===== config.mk =====
export PLATFORM = sky130hd
export DESIGN_NAME = rps_ctrl
export DESIGN_NICKNAME = d
export VERILOG_FILES = /design/src/rps_pkg.sv /design/src/rps_ctrl.sv
export SDC_FILE = /design/constraint.sdc
export NUM_CORES = 1
export LEC_CHECK = 0
export BUFFER_PORTS_ARGS = -buffer_cell sky130_fd_sc_hd__buf_2
export CORE_AREA = 2 2 39 41
export CTS_BUF_LIST = sky130_fd_sc_hd__clkbuf_4 sky130_fd_sc_hd__clkbuf_8
export CTS_CLUSTER_DIAMETER = 200
export CTS_CLUSTER_SIZE = 12
export DETAILED_ROUTE_END_ITERATION = 8
export DIE_AREA = 0 0 41 43
export PLACE_DENSITY = 0.75
export SLEW_MARGIN = 20
export SYNTH_ARGS = -nofsm -noshare
export SYNTH_HDL_FRONTEND = slang
export SYNTH_SLANG_ARGS = --single-unit

===== constraint.sdc =====
create_clock -name i_clk -period 2.34 [get_ports i_clk]
set_input_delay 0.585 -clock i_clk [delete_from_list [all_inputs] [get_ports i_clk]]
set_output_delay 0.585 -clock i_clk [all_outputs]
set_load 0.01 [all_outputs]

===== src/rps_pkg.sv =====
`default_nettype none
package rps_pkg;
    localparam int MAX_POINTS = 4096;
    localparam int IDX_W      = 12;
    localparam int CNT_W      = 13;
    localparam int COORD_W    = 16;
    localparam int PT_W       = 3 * COORD_W;
    localparam int D_W        = COORD_W + 1;
    localparam int XP_W       = 2 * D_W;
    localparam int N_W        = XP_W + 1;
    localparam int SQ_W       = 2 * N_W;
    localparam int ACC_W      = SQ_W + 2;
    localparam int ACC_H      = ACC_W / 2;
    localparam int TOL_W      = 15;
    localparam int TOL2_W     = 2 * TOL_W;
    localparam int PR_W       = N_W + D_W;
    localparam int DOT_W      = PR_W + 2;
    localparam int M_W        = DOT_W;
    localparam int MH_W       = M_W / 2;
    localparam int M2_W       = 2 * M_W;
    localparam int TOL_RESET  = 51;

    localparam logic [1:0] CMD_CLEAR = 2'd0;
    localparam logic [1:0] CMD_LOAD  = 2'd1;
    localparam logic [1:0] CMD_TRIAL = 2'd2;
    localparam logic [1:0] CMD_QUERY = 2'd3;

    localparam logic [1:0] ST_OK    = 2'd0;
    localparam logic [1:0] ST_FULL  = 2'd1;
    localparam logic [1:0] ST_RANGE = 2'd2;
    localparam logic [1:0] ST_EMPTY = 2'd3;

    localparam logic [1:0] SEL_A = 2'd0;
    localparam logic [1:0] SEL_B = 2'd1;
    localparam logic [1:0] SEL_C = 2'd2;

    typedef struct packed {
        logic       take;
        logic [1:0] rd_sel;
        logic       cap_a;
        logic       cap_b;
        logic       cap_c;
        logic       calc_uv;
        logic       calc_xp;
        logic       calc_n;
        logic       sq_en;
        logic [1:0] sq_sel;
        logic       bnd_lo;
        logic       bnd_hi;
        logic       sweep_start;
        logic       finish;
        logic       q_cap;
        logic       out_ld;
    } t_dp_cmd;

    typedef struct packed {
        logic [1:0] cmd;
        logic [1:0] chk;
        logic       sweep_done;
    } t_dp_stat;
endpackage
`default_nettype wire


===== src/rps_ctrl.sv =====
`default_nettype none
module rps_ctrl (
    input  wire logic              i_clk,
    input  wire logic              i_rst_n,
    input  wire logic              i_s_tvalid,
    output logic                   o_s_tready,
    output logic                   o_m_tvalid,
    input  wire logic              i_m_tready,
    input  wire rps_pkg::t_dp_stat i_stat,
    output rps_pkg::t_dp_cmd       o_cmd
);
    import rps_pkg::*;

    localparam logic [4:0] S_IDLE = 5'd0;
    localparam logic [4:0] S_RDA  = 5'd1;
    localparam logic [4:0] S_RDB  = 5'd2;
    localparam logic [4:0] S_RDC  = 5'd3;
    localparam logic [4:0] S_CAP  = 5'd4;
    localparam logic [4:0] S_UV   = 5'd5;
    localparam logic [4:0] S_XP   = 5'd6;
    localparam logic [4:0] S_N    = 5'd7;
    localparam logic [4:0] S_SQ0  = 5'd8;
    localparam logic [4:0] S_SQ1  = 5'd9;
    localparam logic [4:0] S_SQ2  = 5'd10;
    localparam logic [4:0] S_B0   = 5'd11;
    localparam logic [4:0] S_B1   = 5'd12;
    localparam logic [4:0] S_SWP  = 5'd13;
    localparam logic [4:0] S_FIN  = 5'd14;
    localparam logic [4:0] S_QRD  = 5'd15;
    localparam logic [4:0] S_OUT  = 5'd16;

    logic [4:0] r_state, n_state;
    logic       r_out_valid, n_out_valid;
    logic       w_free;

    assign w_free     = !r_out_valid || i_m_tready;
    assign o_s_tready = (r_state == S_IDLE) && w_free;
    assign o_m_tvalid = r_out_valid;

    always_comb begin
        n_state     = r_state;
        n_out_valid = r_out_valid && !i_m_tready;
        o_cmd       = '0;
        o_cmd.rd_sel = SEL_A;
        case (r_state)
            S_IDLE: begin
                if (i_s_tvalid && w_free) begin
                    o_cmd.take = 1'b1;
                    n_state = S_OUT;
                    if (i_stat.chk == ST_OK) begin
                        if (i_stat.cmd == CMD_TRIAL) begin
                            n_state = S_RDA;
                        end else if (i_stat.cmd == CMD_QUERY) begin
                            n_state = S_QRD;
                        end
                    end
                end
            end
            S_RDA: begin
                o_cmd.rd_sel = SEL_A;
                n_state = S_RDB;
            end
            S_RDB: begin
                o_cmd.rd_sel = SEL_B;
                o_cmd.cap_a  = 1'b1;
                n_state = S_RDC;
            end
            S_RDC: begin
                o_cmd.rd_sel = SEL_C;
                o_cmd.cap_b  = 1'b1;
                n_state = S_CAP;
            end
            S_CAP: begin
                o_cmd.cap_c = 1'b1;
                n_state = S_UV;
            end
            S_UV: begin
                o_cmd.calc_uv = 1'b1;
                n_state = S_XP;
            end
            S_XP: begin
                o_cmd.calc_xp = 1'b1;
                n_state = S_N;
            end
            S_N: begin
                o_cmd.calc_n = 1'b1;
                n_state = S_SQ0;
            end
            S_SQ0: begin
                o_cmd.sq_en  = 1'b1;
                o_cmd.sq_sel = 2'd0;
                n_state = S_SQ1;
            end
            S_SQ1: begin
                o_cmd.sq_en  = 1'b1;
                o_cmd.sq_sel = 2'd1;
                n_state = S_SQ2;
            end
            S_SQ2: begin
                o_cmd.sq_en  = 1'b1;
                o_cmd.sq_sel = 2'd2;
                n_state = S_B0;
            end
            S_B0: begin
                o_cmd.bnd_lo = 1'b1;
                n_state = S_B1;
            end
            S_B1: begin
                o_cmd.bnd_hi      = 1'b1;
                o_cmd.sweep_start = 1'b1;
                n_state = S_SWP;
            end
            S_SWP: begin
                if (i_stat.sweep_done) begin
                    n_state = S_FIN;
                end
            end
            S_FIN: begin
                o_cmd.finish = 1'b1;
                n_state = S_OUT;
            end
            S_QRD: begin
                o_cmd.q_cap = 1'b1;
                n_state = S_OUT;
            end
            S_OUT: begin
                // slot is free here: it was free when the item was taken
                o_cmd.out_ld = 1'b1;
                n_out_valid  = 1'b1;
                n_state = S_IDLE;
            end
            default: begin
                n_state = S_IDLE;
            end
        endcase
    end

    always_ff @(posedge i_clk) begin
        if (!i_rst_n) begin
            r_state     <= S_IDLE;
            r_out_valid <= 1'b0;
        end else begin
            r_state     <= n_state;
            r_out_valid <= n_out_valid;
        end
    end
endmodule
`default_nettype wire


==> impl_metrics.prom <==
# TYPE chip_impl_metric gauge
chip_impl_metric{name="effective_utilization_at_floorplan",unit="%"} 36.6
chip_impl_metric{name="synth.ff_latch_count",unit=""} 6
chip_impl_metric{name="post_cts.repair.setup_buffers",unit=""} 0
chip_impl_metric{name="power.switching",unit="uW"} 120
chip_impl_metric{name="clock-skew-final",unit="ps"} 1.20
chip_impl_metric{name="diodes",unit=""} 0
chip_impl_metric{name="hold_buffers",unit=""} 0
chip_impl_metric{name="finalSetupViolCount",unit=""} 0
chip_impl_metric{name="timing.final.crit_share",unit="%"} 89.3
chip_impl_metric{name="gpl_congestion",unit=""} 0.751
chip_impl_metric{name="postCtsResizedCells",unit=""} 0
chip_impl_metric{name="p_int",unit="uW"} 234
chip_impl_metric{name="antenna_violations_before_repair",unit=""} 0
chip_impl_metric{name="final_layout_size_suffix_gt1_share",unit="%"} 37.9
chip_impl_metric{name="instances_no_fill",unit=""} 111
chip_impl_metric{name="yosys.area_share.adder",unit="%"} 0
chip_impl_metric{name="post_synth_instance_area",unit="sq um"} 507
chip_impl_info{name="layout.cells.most_common_list",value="sky130_fd_sc_hd__buf_2, sky130_fd_sc_hd__nor2_1, sky130_fd_sc_hd__nand2_1"} 1
chip_impl_metric{name="finalHoldViolCount",unit=""} 0
chip_impl_metric{name="instance_count_of_the_mapped_netlist",unit=""} 71
chip_impl_metric{name="synthesis.yosys.warnings",unit=""} 0
chip_impl_metric{name="irDropWorstVdd",unit="mV"} 0.281
chip_impl_info{name="crit_type",value="reg2out"} 1
chip_impl_metric{name="floorplan.core_area",unit="sq mm"} 0.00138
chip_impl_metric{name="ff2ff_path_depth",unit=""} 4
chip_impl_info{name="combinational_family_with_the_most_area_after_synthesis",value="simple AND/OR/NAND/NOR gates"} 1
chip_impl_info{name="result_of_the_run",value="finished, final reports clean"} 1
chip_impl_metric{name="finalCoreUtilization",unit="%"} 46.0
chip_impl_metric{name="clock_power_share",unit="%"} 25.2
chip_impl_metric{name="nFillCells",unit=""} 145
chip_impl_metric{name="placement.io_buffers",unit=""} 28
chip_impl_metric{name="dpl_cell_area",unit="sq um"} 614
chip_impl_metric{name="power.density_cell_area",unit="mW/mm^2"} 555
chip_impl_metric{name="final_area",unit="sq um"} 637
chip_impl_metric{name="detailed_place_hpwl",unit="microns"} 1030
chip_impl_metric{name="number_of_cells_on_the_worst_hold_path",unit=""} 2
chip_impl_metric{name="dieHeight",unit="microns"} 43
chip_impl_metric{name="syn-mean-instance-area",unit="sq um"} 7.14
chip_impl_metric{name="switching_part_of_the_total",unit="%"} 33.9
chip_impl_info{name="worstSetupStartpointType",value="flop"} 1
chip_impl_metric{name="num_vias",unit=""} 572
chip_impl_metric{name="cts.reportedPaths.clkPinSlew",unit="ps"} 40
chip_impl_metric{name="area_used_by_multi_input_combinational_logic",unit="sq um"} 330
chip_impl_metric{name="fmax",unit="MHz"} 479
chip_impl_metric{name="synthXorXnorAreaFrac",unit="%"} 0
chip_impl_metric{name="synth.mux.area_fraction",unit="%"} 0
chip_impl_info{name="worstHoldPathType",value="reg2reg"} 1
chip_impl_metric{name="synth-async-reset-ratio",unit="%"} 0
chip_impl_metric{name="grt_max_degree",unit=""} 13
chip_impl_metric{name="slew_headroom",unit="%"} 66.6
chip_impl_info{name="grt_setup_unrepaired",value="false"} 1
chip_impl_metric{name="p_leak",unit="nW"} 0.316
chip_impl_metric{name="clock_latency",unit="ps"} 230
chip_impl_metric{name="worstPathRequired",unit="ps"} 1750
chip_impl_info{name="crit-reg2reg-capture",value="r_state[1]"} 1
chip_impl_metric{name="die_w",unit="microns"} 41
chip_impl_metric{name="number_of_synthesized_flops_with_an_enable_pin",unit=""} 0
chip_impl_metric{name="grt_first_pass_wirelength",unit="microns"} 1960
chip_impl_metric{name="max-cap-violations",unit=""} 0
chip_impl_metric{name="worst_margin_slew",unit="ps"} 494
chip_impl_info{name="most_frequent_standard_cell_in_the_layout_excluding_fill_and_tap_cells",value="sky130_fd_sc_hd__buf_2"} 1
chip_impl_info{name="cts_tree",value="yes"} 1
chip_impl_metric{name="floorplan.rows",unit=""} 14
chip_impl_metric{name="ff2ff_setup_slack",unit="ps"} 700
chip_impl_metric{name="drt_first_iter_violations",unit=""} 14
chip_impl_metric{name="synth_area_in_compound_gates",unit="%"} 18.8
chip_impl_metric{name="mappedNetlistNets",unit=""} 80
chip_impl_metric{name="number_of_detailed_routing_iterations_run_before_antenna_repair",unit=""} 4
chip_impl_metric{name="post_drt_via_cell_ratio",unit=""} 5.15
chip_impl_info{name="clock_tree.root_cell",value="sky130_fd_sc_hd__clkbuf_4"} 1
chip_impl_metric{name="clock_sinks",unit=""} 6
chip_impl_metric{name="tns",unit="ps"} 0
chip_impl_metric{name="timing.final.crit_period",unit="ps"} 2090
chip_impl_metric{name="total_clock_buffers_created_by_cts",unit=""} 3
chip_impl_info{name="min_from",value="o_m_tvalid"} 1
chip_impl_info{name="timing.critical_path.to_type",value="output port"} 1
chip_impl_metric{name="detail-route-antenna-nets",unit=""} 0
chip_impl_metric{name="routed_wirelength",unit="microns"} 1220
chip_impl_metric{name="cts_htree_levels",unit=""} 1
chip_impl_info{name="hold_end",value="o_m_tvalid"} 1
chip_impl_metric{name="combinationalPowerShare",unit="%"} 37.4
chip_impl_metric{name="average_wire_per_cell_in_the_routed_design",unit="microns"} 11.0
chip_impl_metric{name="worstPathMaxFanout",unit=""} 12
chip_impl_metric{name="post-route-drc-count",unit=""} 0
chip_impl_metric{name="yosys.area_share.simple",unit="%"} 46.4
chip_impl_metric{name="areaGrowthSynthToFinish",unit="%"} 25.7
chip_impl_metric{name="io_pins",unit=""} 29
chip_impl_metric{name="finish.net_count",unit=""} 106
chip_impl_info{name="rr_startpoint",value="r_state[1]"} 1
chip_impl_metric{name="ys_seq_area_share",unit="%"} 23.7
chip_impl_metric{name="worst-endpoint-arrival",unit="ps"} 1500
chip_impl_metric{name="fp.dieArea",unit="sq mm"} 0.00176
chip_impl_metric{name="sequential_share_of_power",unit="%"} 37.4
chip_impl_metric{name="register_area",unit="sq um"} 120
chip_impl_metric{name="cts_max_path_buffers",unit=""} 2
chip_impl_metric{name="dp.cells",unit=""} 108
chip_impl_metric{name="grt_overflow_total",unit=""} 0
chip_impl_metric{name="via_count_of_the_first_global_routing_pass",unit=""} 502
chip_impl_info{name="main_flop_type_after_synthesis",value="sky130_fd_sc_hd__dfxtp_1"} 1
chip_impl_metric{name="count_of_different_cell_masters_after_synthesis",unit=""} 31
chip_impl_metric{name="final-max-slew-violation-count",unit=""} 0
chip_impl_metric{name="groute.usage.overall",unit="%"} 16.5
==> worst max path at each step <==
stage / start / to / cells past startpoint
final: r_state[1] / o_cmd[17] / 4
after CTS: r_state[4] / o_cmd[17] / 4
after global placement: r_state[0] / o_cmd[17] / 4
after floorplan: r_state[2] / o_cmd[15] / 5
after detailed placement: r_state[4] / o_cmd[17] / 4
after global routing: r_state[1] / o_cmd[17] / 4
==> state kept, by name, indices dropped and copies added, names as in the netlist <==
register    count
o_m_tvalid      1
r_state         5
==> metal layers <==
layer	GRT usage (%)	up-vias	part of all wire [%]
met2	25.6	24	50
met5	0	-	0
li1	-	294	-
met1	19.7	250	41
met4	12.0	0	2.1
met3	1.57	4	7.0
==> cell families (layout without fill, tap and decap cells) <==
group,Yosys count,in the layout
and+or+nand+nor,44,44
AOI/OAI and AO/OA,13,13
buffers and inverters,8,32
DFF,6,6
==> stage by stage <==
step           hold slack [ps]  total power [mW]  worst slack, ps
2_1_floorplan              535             0.229              537
3_3_place_gp               579             0.261              553
3_5_place_dp               591             0.267              502
4_1_cts                    600             0.360              238
5_1_grt                    626             0.383              131
6_report                   602             0.353              251
==> critical path, cell delays in order, from the launching register on <==
cell and delay [ps]:
sky130_fd_sc_hd__dfxtp_1 400, sky130_fd_sc_hd__or3_1 410, sky130_fd_sc_hd__nor2_1 160, sky130_fd_sc_hd__and3_1 170
sky130_fd_sc_hd__buf_2 120
==> cells in the mapped netlist (2+ instances only) <==
| cell | count | area [sq um] |
|---|---|---|
| sky130_fd_sc_hd__a211oi_1 | 2 | 15.0 |
| sky130_fd_sc_hd__and3_1 | 2 | 12.5 |
| sky130_fd_sc_hd__a21oi_1 | 2 | 10.0 |
| sky130_fd_sc_hd__a21boi_0 | 2 | 15.0 |
| sky130_fd_sc_hd__buf_4 | 5 | 37.5 |
| sky130_fd_sc_hd__nand2b_1 | 3 | 18.8 |
| sky130_fd_sc_hd__o21ai_1 | 2 | 10.0 |
| sky130_fd_sc_hd__nor2_1 | 18 | 67.6 |
| sky130_fd_sc_hd__nand2_1 | 8 | 30.0 |
| sky130_fd_sc_hd__dfxtp_1 | 6 | 120 |
==> power groups by stage <==
| stage | logic [mW] | registers [mW] | clock network [mW] |
|---|---|---|---|
| after floorplan | 0.105 | 0.124 | 0 |
| after global placement | 0.129 | 0.132 | 0 |
| after detailed placement | 0.134 | 0.133 | 0 |
| after CTS | 0.134 | 0.131 | 0.0943 |
| after global routing | 0.149 | 0.134 | 0.0995 |
| final | 0.132 | 0.132 | 0.0891 |
==> final cells by class <==
type	instances	share of cell area [%]
multi-input combinational	57	51.9
timing repair buffer	28	22.0
sequential	6	18.9
clock buffer	3	3.54
tap	16	3.14
inverter	1	0.589
(Power assumes the default switching activity.)
